$ cat config.mk
export PLATFORM = sky130hd
export DESIGN_NAME = quadrature_encoder_with_button_top_flat
export DESIGN_NICKNAME = d
export VERILOG_FILES = /design/src/sv/qenc_pkg.sv /design/src/sv/qenc_in_if.sv /design/src/sv/qenc_out_if.sv /design/src/sv/quadrature_encoder_with_button_top.sv /design/src/flat_wrapper.sv
export SDC_FILE = /design/constraint.sdc
export NUM_CORES = 1
export LEC_CHECK = 0
export ABC_AREA = 0
export BUFFER_PORTS_ARGS = -buffer_cell sky130_fd_sc_hd__buf_2
export CAP_MARGIN = 20
export CORE_MARGIN = 5
export CORE_UTILIZATION = 55
export CTS_CLUSTER_DIAMETER = 150
export CTS_CLUSTER_SIZE = 30
export DETAILED_ROUTE_END_ITERATION = 10
export PLACE_DENSITY = 0.75
export SLEW_MARGIN = 20
export SYNTH_ARGS = -nofsm -noshare
export SYNTH_HDL_FRONTEND = slang
export SYNTH_SLANG_ARGS = --single-unit
$ cat constraint.sdc
create_clock -name clk_i -period 4.1 [get_ports clk_i]
set_input_delay 0 -clock clk_i [delete_from_list [all_inputs] [get_ports clk_i]]
set_output_delay 0 -clock clk_i [all_outputs]
set_load 0.005 [all_outputs]
$ cat src/sv/qenc_pkg.sv
`timescale 1ns / 1ps
// Shared types and constants for the quadrature encoder and button decoder.
// No dependencies; every other file in the project imports this package.
package qenc_pkg;

  // Operation codes carried by an input beat.
  typedef enum logic [1:0] {
    OP_TICK         = 2'd0,
    OP_READ_DETENTS = 2'd1,
    OP_READ_PRESS   = 2'd2,
    OP_INIT         = 2'd3
  } op_e;

  // Configuration register indexes.
  localparam int unsigned CfgIdxW = 1;
  typedef enum logic [CfgIdxW-1:0] {
    CFG_STEPS_LOG2 = 1'b0,
    CFG_DEBOUNCE   = 1'b1
  } cfg_idx_e;

  localparam int unsigned CfgDataW  = 8;
  localparam int unsigned ShiftW    = 2;
  localparam int unsigned CountW    = 8;
  localparam int unsigned DebounceW = 8;
  localparam int unsigned PosW      = 2;

  localparam logic [ShiftW-1:0]    ShiftReset    = 2'd2;
  localparam logic [DebounceW-1:0] DebounceReset = 8'h3f;

  typedef logic [PosW-1:0] pos_t;

  // Gray decode of the two phases: phase A gives position 3, phase B then
  // toggles the low bit.
  function automatic pos_t gray_position(input logic a, input logic b);
    gray_position = {a, a ^ b};
  endfunction

endpackage

$ cat src/sv/qenc_in_if.sv
`timescale 1ns / 1ps
// Input channel of the encoder decoder: valid, ready and one operation beat.
// Depends on qenc_pkg for the operation type.
interface qenc_in_if;
  import qenc_pkg::*;

  logic valid;
  logic ready;
  op_e  operation;
  logic phase_a;
  logic phase_b;
  logic button_level;

  modport source (output valid, output operation, output phase_a, output phase_b,
                  output button_level, input ready);
  modport sink   (input valid, input operation, input phase_a, input phase_b,
                  input button_level, output ready);
endinterface

$ cat src/sv/qenc_out_if.sv
`timescale 1ns / 1ps
// Result channel of the encoder decoder: valid, ready and one result beat.
// Depends on qenc_pkg for the field widths.
interface qenc_out_if;
  import qenc_pkg::*;

  logic                     valid;
  logic                     ready;
  logic signed [CountW-1:0] detents;
  logic                     pressed;

  modport source (output valid, output detents, output pressed, input ready);
  modport sink   (input valid, input detents, input pressed, output ready);
endinterface

$ cat src/sv/quadrature_encoder_with_button_top.sv
`timescale 1ns / 1ps
// Top level of the quadrature encoder decoder with debounced push button.
// Depends on qenc_pkg, qenc_in_if and qenc_out_if.
//
//   Channel   Direction  Handshake            Beat contents
//   in_if     sink       valid / ready        operation, phase_a, phase_b, button_level
//   out_if    source     valid / ready        detents, pressed
//   cfg       input      cfg_we_i (no ready)  cfg_index_i, cfg_data_i
//
// One beat is taken per cycle while in_if.ready is high. A beat lands in the
// input register at the accepting edge and is processed while it sits there;
// a read's result then enters the output register, which drives out_if.valid.
// The single output register is the only limit: a read waits in the input
// register while an earlier result is stalled, and ticks and inits pass on.
// Reset clears the decoder state and reloads both configuration registers.
module quadrature_encoder_with_button_top (
  input  logic                              clk_i,
  input  logic                              rst_ni,
  input  logic                              cfg_we_i,
  input  logic [qenc_pkg::CfgIdxW-1:0]      cfg_index_i,
  input  logic [qenc_pkg::CfgDataW-1:0]     cfg_data_i,
  qenc_in_if.sink                           in_if,
  qenc_out_if.source                        out_if
);
  import qenc_pkg::*;

  // Configuration registers.
  logic [ShiftW-1:0]    steps_log2_q;
  logic [DebounceW-1:0] debounce_limit_q;

  always_ff @(posedge clk_i or negedge rst_ni) begin
    if (!rst_ni) begin
      steps_log2_q     <= ShiftReset;
      debounce_limit_q <= DebounceReset;
    end else if (cfg_we_i) begin
      case (cfg_idx_e'(cfg_index_i))
        CFG_STEPS_LOG2: steps_log2_q     <= cfg_data_i[ShiftW-1:0];
        CFG_DEBOUNCE:   debounce_limit_q <= cfg_data_i[DebounceW-1:0];
        default: ;
      endcase
    end
  end

  // Input register. The payload carries no reset; only its valid flag does.
  logic in_vld_q;
  op_e  op_q;
  logic phase_a_q;
  logic phase_b_q;
  logic button_q;

  // Output register.
  logic                     out_vld_q;
  logic signed [CountW-1:0] detents_q;
  logic                     pressed_q;

  // Decoder state.
  pos_t                     last_pos_q,   last_pos_d;
  logic signed [CountW-1:0] step_q,       step_d;
  logic                     stable_q,     stable_d;
  logic [DebounceW-1:0]     db_count_q,   db_count_d;
  logic                     press_q,      press_d;

  logic                     produces;
  logic                     out_free;
  logic                     advance;
  logic signed [CountW-1:0] detents_d;
  logic                     pressed_d;

  // A beat in the input register leaves when it makes no result or when the
  // output register is empty or being emptied in this cycle.
  assign produces    = in_vld_q && (op_q == OP_READ_DETENTS || op_q == OP_READ_PRESS);
  assign out_free    = !out_vld_q || out_if.ready;
  assign advance     = in_vld_q && (out_free || !produces);
  assign in_if.ready = !in_vld_q || advance;

  always_ff @(posedge clk_i or negedge rst_ni) begin
    if (!rst_ni) begin
      in_vld_q <= 1'b0;
    end else if (in_if.ready) begin
      in_vld_q <= in_if.valid;
    end
  end

  always_ff @(posedge clk_i) begin
    if (in_if.valid && in_if.ready) begin
      op_q      <= in_if.operation;
      phase_a_q <= in_if.phase_a;
      phase_b_q <= in_if.phase_b;
      button_q  <= in_if.button_level;
    end
  end

  // Per-beat processing: next decoder state and the result fields.
  always_comb begin
    pos_t                 now;
    pos_t                 diff;
    logic                 active;
    logic [DebounceW-1:0] count_inc;
    logic [CountW-1:0]    mask;

    last_pos_d = last_pos_q;
    step_d     = step_q;
    stable_d   = stable_q;
    db_count_d = db_count_q;
    press_d    = press_q;
    detents_d  = '0;
    pressed_d  = 1'b0;

    now       = gray_position(phase_a_q, phase_b_q);
    diff      = last_pos_q - now;
    active    = !button_q;
    count_inc = db_count_q + DebounceW'(1);
    mask      = (CountW'(1) << steps_log2_q) - CountW'(1);

    if (advance) begin
      case (op_q)
        OP_TICK: begin
          // A single step moves the count; a two-step jump is ignored.
          if (diff[0]) begin
            last_pos_d = now;
            step_d     = diff[1] ? step_q + CountW'(1) : step_q - CountW'(1);
          end
          if (active != stable_q) begin
            db_count_d = count_inc;
            if (count_inc == debounce_limit_q) begin
              stable_d = !stable_q;
              if (!stable_q) begin
                press_d = 1'b1;
              end
            end
          end else begin
            db_count_d = '0;
          end
        end
        OP_READ_DETENTS: begin
          detents_d = step_q >>> steps_log2_q;
          step_d    = step_q & mask;
        end
        OP_READ_PRESS: begin
          pressed_d = press_q;
          press_d   = 1'b0;
        end
        OP_INIT: begin
          step_d     = '0;
          last_pos_d = now;
        end
        default: ;
      endcase
    end
  end

  always_ff @(posedge clk_i or negedge rst_ni) begin
    if (!rst_ni) begin
      last_pos_q <= '0;
      step_q     <= '0;
      stable_q   <= 1'b0;
      db_count_q <= '0;
      press_q    <= 1'b0;
    end else begin
      last_pos_q <= last_pos_d;
      step_q     <= step_d;
      stable_q   <= stable_d;
      db_count_q <= db_count_d;
      press_q    <= press_d;
    end
  end

  always_ff @(posedge clk_i or negedge rst_ni) begin
    if (!rst_ni) begin
      out_vld_q <= 1'b0;
    end else if (advance && produces) begin
      out_vld_q <= 1'b1;
    end else if (out_if.ready) begin
      out_vld_q <= 1'b0;
    end
  end

  always_ff @(posedge clk_i) begin
    if (advance && produces) begin
      detents_q <= detents_d;
      pressed_q <= pressed_d;
    end
  end

  assign out_if.valid   = out_vld_q;
  assign out_if.detents = detents_q;
  assign out_if.pressed = pressed_q;

`ifndef ASSERT_OFF
  // The debounced state only changes on a processed tick.
  a_stable_on_tick: assert property (@(posedge clk_i) disable iff (!rst_ni)
    (stable_q != $past(stable_q)) |-> $past(advance && op_q == OP_TICK))
    else $error("debounced button changed without a tick");

  // A press is latched exactly when the debounced state enters pressed.
  a_press_on_flip: assert property (@(posedge clk_i) disable iff (!rst_ni)
    $rose(press_q) |-> $rose(stable_q))
    else $error("press latched without a debounced press");

  // A processed press read always leaves the flag clear.
  a_press_cleared: assert property (@(posedge clk_i) disable iff (!rst_ni)
    (advance && op_q == OP_READ_PRESS) |=> !press_q)
    else $error("press flag not cleared by a read");

  // Input back-pressure only arises from a read held behind a stalled result.
  a_ready_cause: assert property (@(posedge clk_i) disable iff (!rst_ni)
    !in_if.ready |-> (produces && out_vld_q && !out_if.ready))
    else $error("input stalled without a blocked result");
`endif

endmodule
$ cat src/flat_wrapper.sv
// flat-port wrapper written by rule: the top's interface ports become plain ports
module quadrature_encoder_with_button_top_flat import qenc_pkg::*;
  (clk_i, rst_ni, cfg_we_i, cfg_index_i, cfg_data_i, in_if_valid, in_if_operation, in_if_phase_a, in_if_phase_b, in_if_button_level, in_if_ready, out_if_valid, out_if_detents, out_if_pressed, out_if_ready);
  qenc_in_if in_if_i ();
  qenc_out_if out_if_i ();
  input  logic clk_i;
  input  logic rst_ni;
  input  logic cfg_we_i;
  input  logic [qenc_pkg::CfgIdxW-1:0] cfg_index_i;
  input  logic [qenc_pkg::CfgDataW-1:0] cfg_data_i;
  input wire logic [$bits(in_if_i.valid)-1:0] in_if_valid;
  input wire logic [$bits(in_if_i.operation)-1:0] in_if_operation;
  input wire logic [$bits(in_if_i.phase_a)-1:0] in_if_phase_a;
  input wire logic [$bits(in_if_i.phase_b)-1:0] in_if_phase_b;
  input wire logic [$bits(in_if_i.button_level)-1:0] in_if_button_level;
  output wire logic [$bits(in_if_i.ready)-1:0] in_if_ready;
  output wire logic [$bits(out_if_i.valid)-1:0] out_if_valid;
  output wire logic [$bits(out_if_i.detents)-1:0] out_if_detents;
  output wire logic [$bits(out_if_i.pressed)-1:0] out_if_pressed;
  input wire logic [$bits(out_if_i.ready)-1:0] out_if_ready;
  assign in_if_i.valid = in_if_valid;
  assign in_if_i.operation = in_if_operation;
  assign in_if_i.phase_a = in_if_phase_a;
  assign in_if_i.phase_b = in_if_phase_b;
  assign in_if_i.button_level = in_if_button_level;
  assign in_if_ready = in_if_i.ready;
  assign out_if_valid = out_if_i.valid;
  assign out_if_detents = out_if_i.detents;
  assign out_if_pressed = out_if_i.pressed;
  assign out_if_i.ready = out_if_ready;
  quadrature_encoder_with_button_top u_core (.clk_i(clk_i), .rst_ni(rst_ni), .cfg_we_i(cfg_we_i), .cfg_index_i(cfg_index_i), .cfg_data_i(cfg_data_i), .in_if(in_if_i), .out_if(out_if_i));
endmodule
==> impl_metrics.csv <==
group,metric,value,unit
outcome,status,"complete, no violations",
synthesis,synth_nets,293,
synthesis,ys_seq_area_frac,0.442,
timing,setup_tns,0,ns
finish,drive_above_1_share,0.225,
floorplan,core_area,4820,um^2
clocking,post_cts_buffers,0,
clocking,clock_latency,0.30,ns
routing,vias,2061,
synthesis,syn_avg_cell_area,10.5,um^2
synthesis,synth_area_leaders,"dfrtp_1 (23%), edfxtp_1 (15%), dfstp_2 (6.6%), ha_1 (4.5%), mux2_2 (4.5%)",
floorplan,die_w,81.1,um
synthesis,synth_edf_count,14,
timing,drv_slew,0,
synthesis,synth.most_common_cell,"dfrtp_1",
floorplan,die-area,6580,um^2
synthesis,synth_top_area_share,0.225,
global_route,grt_max_degree,33,
worst_setup_path,end_kind,"flop",
routing,vias_per_cell,5.65,
synthesis,synth_common_cells,"dfrtp_1 (25), nor2_1 (20), o21ai_0 (19)",
worst_setup_path,crit_slowest_cell,"xor3_1",
worst_setup_path,path_class,"flop to flop",
worst_setup_path,cp_cell_sequence,"xor2_1 -> ha_1 -> xor3_1 -> xnor2_1 -> ha_1 -> nand4_1 -> o22ai_1 -> mux2i_1 -> o21ai_0",
routing,drtPass1Iterations,4,
routing,drt-total-wl,5420,um
finish,syn2layout_area_growth,13.8,%
timing,hold_violations,0,
clocking,htreeDepth,2,
timing,setup_ws,1.42,ns
finish,final_cells,365,
placed_design,portBuffers,29,
timing,clock_skew,0.00645,ns
min_path,whs_endpoint,"u_core.out_if.valid",
synthesis,yosys.area.top_type,"dfrtp_1",
placed_design,dp_slack,1.44,ns
global_route,grt_pass1_vias,2063,
pwr,power.density,469,nW/um^2
pwr,p_leak,0.00136,uW
placed_design,routabilityCongestion,0.846,
routing,dr.first_iter.drc_count,157,
floorplan,pin_count,30,
timing,setup_viol,0,
synthesis,syn_inst,264,
synthesis,ys_async_sr_fraction,0.696,
global_route,grtUsageTotal,0.189,
clocking,cts_inserted_buffers,5,
worst_setup_path,r2r_start,"u_core.phase_a_q",
synthesis,synth_cell_types,57,
worst_setup_path,max_stage_delay,0.62,ns
routing,antenna_left,0,
placed_design,dp_hpwl,3770,um
timing,period_share,0.653,
timing,slew_headroom,0.472,
routing,avgRoutedWirePerCell,14.8,um
global_route,grt_overflow,0,
global_route,grt_pass1_wl,9680,um
finish,finalNetCount,326,
finish,diodes,0,
worst_setup_path,crit_top_cell,"ha_1",
worst_setup_path,critPathLaunchType,"flop",
clocking,clock_tree.buffer_depth,2,
min_path,min_from,"out_if_ready",
synthesis,dominantRegCellSynth,"dfrtp_1",
timing,min_period,2.68,ns
worst_setup_path,reg2reg_slack,1.42,ns
clocking,clk_pin_slew,0.09,ns
flow_run,drv_cap,0,
clocking,cts_tree,"yes",
pwr,ir_worst_vdd,0.000301,V
placed_design,dp_cells,342,
worst_setup_path,ff2ff_path_depth,9,
clocking,cts_resized,0,
synthesis,synth_area,2780,um^2
timing,rsz0062_at_grt,"false",
worst_setup_path,arrival,2.85,ns
min_path,holdPathStages,3,
floorplan,start_util,0.577,
worst_setup_path,crit_fanout,11,
clocking,cts_root_buf,"clkbuf_8",
synthesis,ys_ff_latch,46,
global_route,antenna_found_initial,0,
synthesis,yosysWarnings,0,
clocking,clock-sinks,46,
routing,drc,0,
min_path,hp-class,"primary input to flop",
floorplan,die_y,81.1,um
worst_setup_path,reg2reg_to,"u_core.step_q[6]",
floorplan,row_count,25,
timing,max_freq,373,MHz
worst_setup_path,required,4.27,ns
timing,tightest_slew,0.790,ns
-- state kept, by name, summed over array words and instances, names as in the netlist, 2 cells and up --
name / flops
u_core.op_q: 2
u_core.last_pos_q: 2
u_core.out_if.detents: 8
u_core.db_count_q: 8
u_core.steps_log2_q: 2
u_core.step_q: 8
u_core.debounce_limit_q: 8
-- per-layer routing --
layer / global-route usage / wire length [um] / vias up
met2: 0.298 / 2560 / 48
li1: - / - / 1024
met4: 0.0422 / 22 / 0
met5: 0 / 0 / -
met3: 0.0455 / 257 / 2
met1: 0.264 / 2580 / 987
-- per-stage QoR --
step | power [uW] | utilization | instance area (um^2) | hold slack (ns)
CTS | 1490 | 0.657 | 3160 | 0.0213
global placement | 1130 | 0.603 | 2900 | 0.102
floorplan | 1050 | - | 2780 | -0.296
finish | 1480 | 0.657 | 3160 | 0.0297
global route | 1600 | 0.657 | 3160 | 0.0232
detailed placement | 1140 | 0.603 | 2900 | 0.0983
-- where the power goes --
group	internal (uW)	total, uW	switching (uW)
Sequential	561	692	131
Combinational	234	457	223
Clock	182	335	153
Total	977	1480	508
-- cell families (layout without fill, tap and decap cells) --
group,after synthesis,count (layout),share of synthesized area
DFF,46,46,0.442
xor gates and xnor gates,13,13,0.0464
adders and majority gates,10,10,0.0450
AOI/OAI and AO/OA,63,63,0.157
buffers and inverters,28,62,0.0518
and+or+nand+nor,82,82,0.155
muxes,22,22,0.102
-- placed cells by master, fill, tap and decap left out, types with 2 or more instances in the layout --
cell	count
o22ai_1	2
nor2_1	20
nand2b_1	6
a22o_1	2
and3_1	5
inv_1	10
mux2i_1	7
or2_2	3
xor2_1	7
o31ai_1	7
o21ai_0	19
xnor2_1	5
dlygate4sd3_1	15
nand2_1	15
mux2_2	11
a21oi_1	9
edfxtp_1	14
nand4_1	3
nor3_1	5
clkbuf_8	5
ha_1	10
buf_2	29
dfstp_2	7
and2_1	4
a21o_1	2
nand3b_1	3
a211oi_1	4
a31oi_1	3
mux4_2	4
dfrtp_1	25
nor2b_1	5
nand3_1	6
-- layout make-up --
class | count | area, um^2
timing repair buffer | 44 | 295
clock inverter | 2 | 37.5
multi-input combinational | 190 | 1410
tap | 67 | 83.8
clock buffer | 6 | 72.6
sequential | 46 | 1230
inverter | 10 | 37.5
fill | 400 | 1650
-- how the worst max path moves through the flow --
stage,from,end,slack (ns),cells past startpoint
floorplan,u_core.phase_a_q,u_core.step_q[6],1.68,10
global placement,u_core.phase_a_q,u_core.step_q[6],1.56,9
detailed placement,u_core.phase_a_q,u_core.step_q[6],1.44,9
CTS,u_core.phase_a_q,u_core.step_q[6],1.43,9
global route,u_core.op_q[0],u_core.db_count_q[7],1.19,6
finish,u_core.phase_a_q,u_core.step_q[6],1.42,9
-- critical path, delay by kind of cell (launching register included) --
| kind | cells | cell delay (ns) |
|---|---|---|
| adder cells (fa/ha/maj) | 2 | 0.42 |
| flip-flops | 1 | 0.45 |
| multiplexers | 1 | 0.20 |
| XOR/XNOR | 3 | 0.99 |
| AO/OA/AOI/OAI | 2 | 0.34 |
| AND/OR/NAND/NOR | 1 | 0.17 |
-- repair_timing --
action                                  in CTS  in global routing
endpoints found under the setup margin       0                  0
endpoints found under the hold margin       41                  0
hold buffers                                15                  0
(Power assumes the default switching activity.)
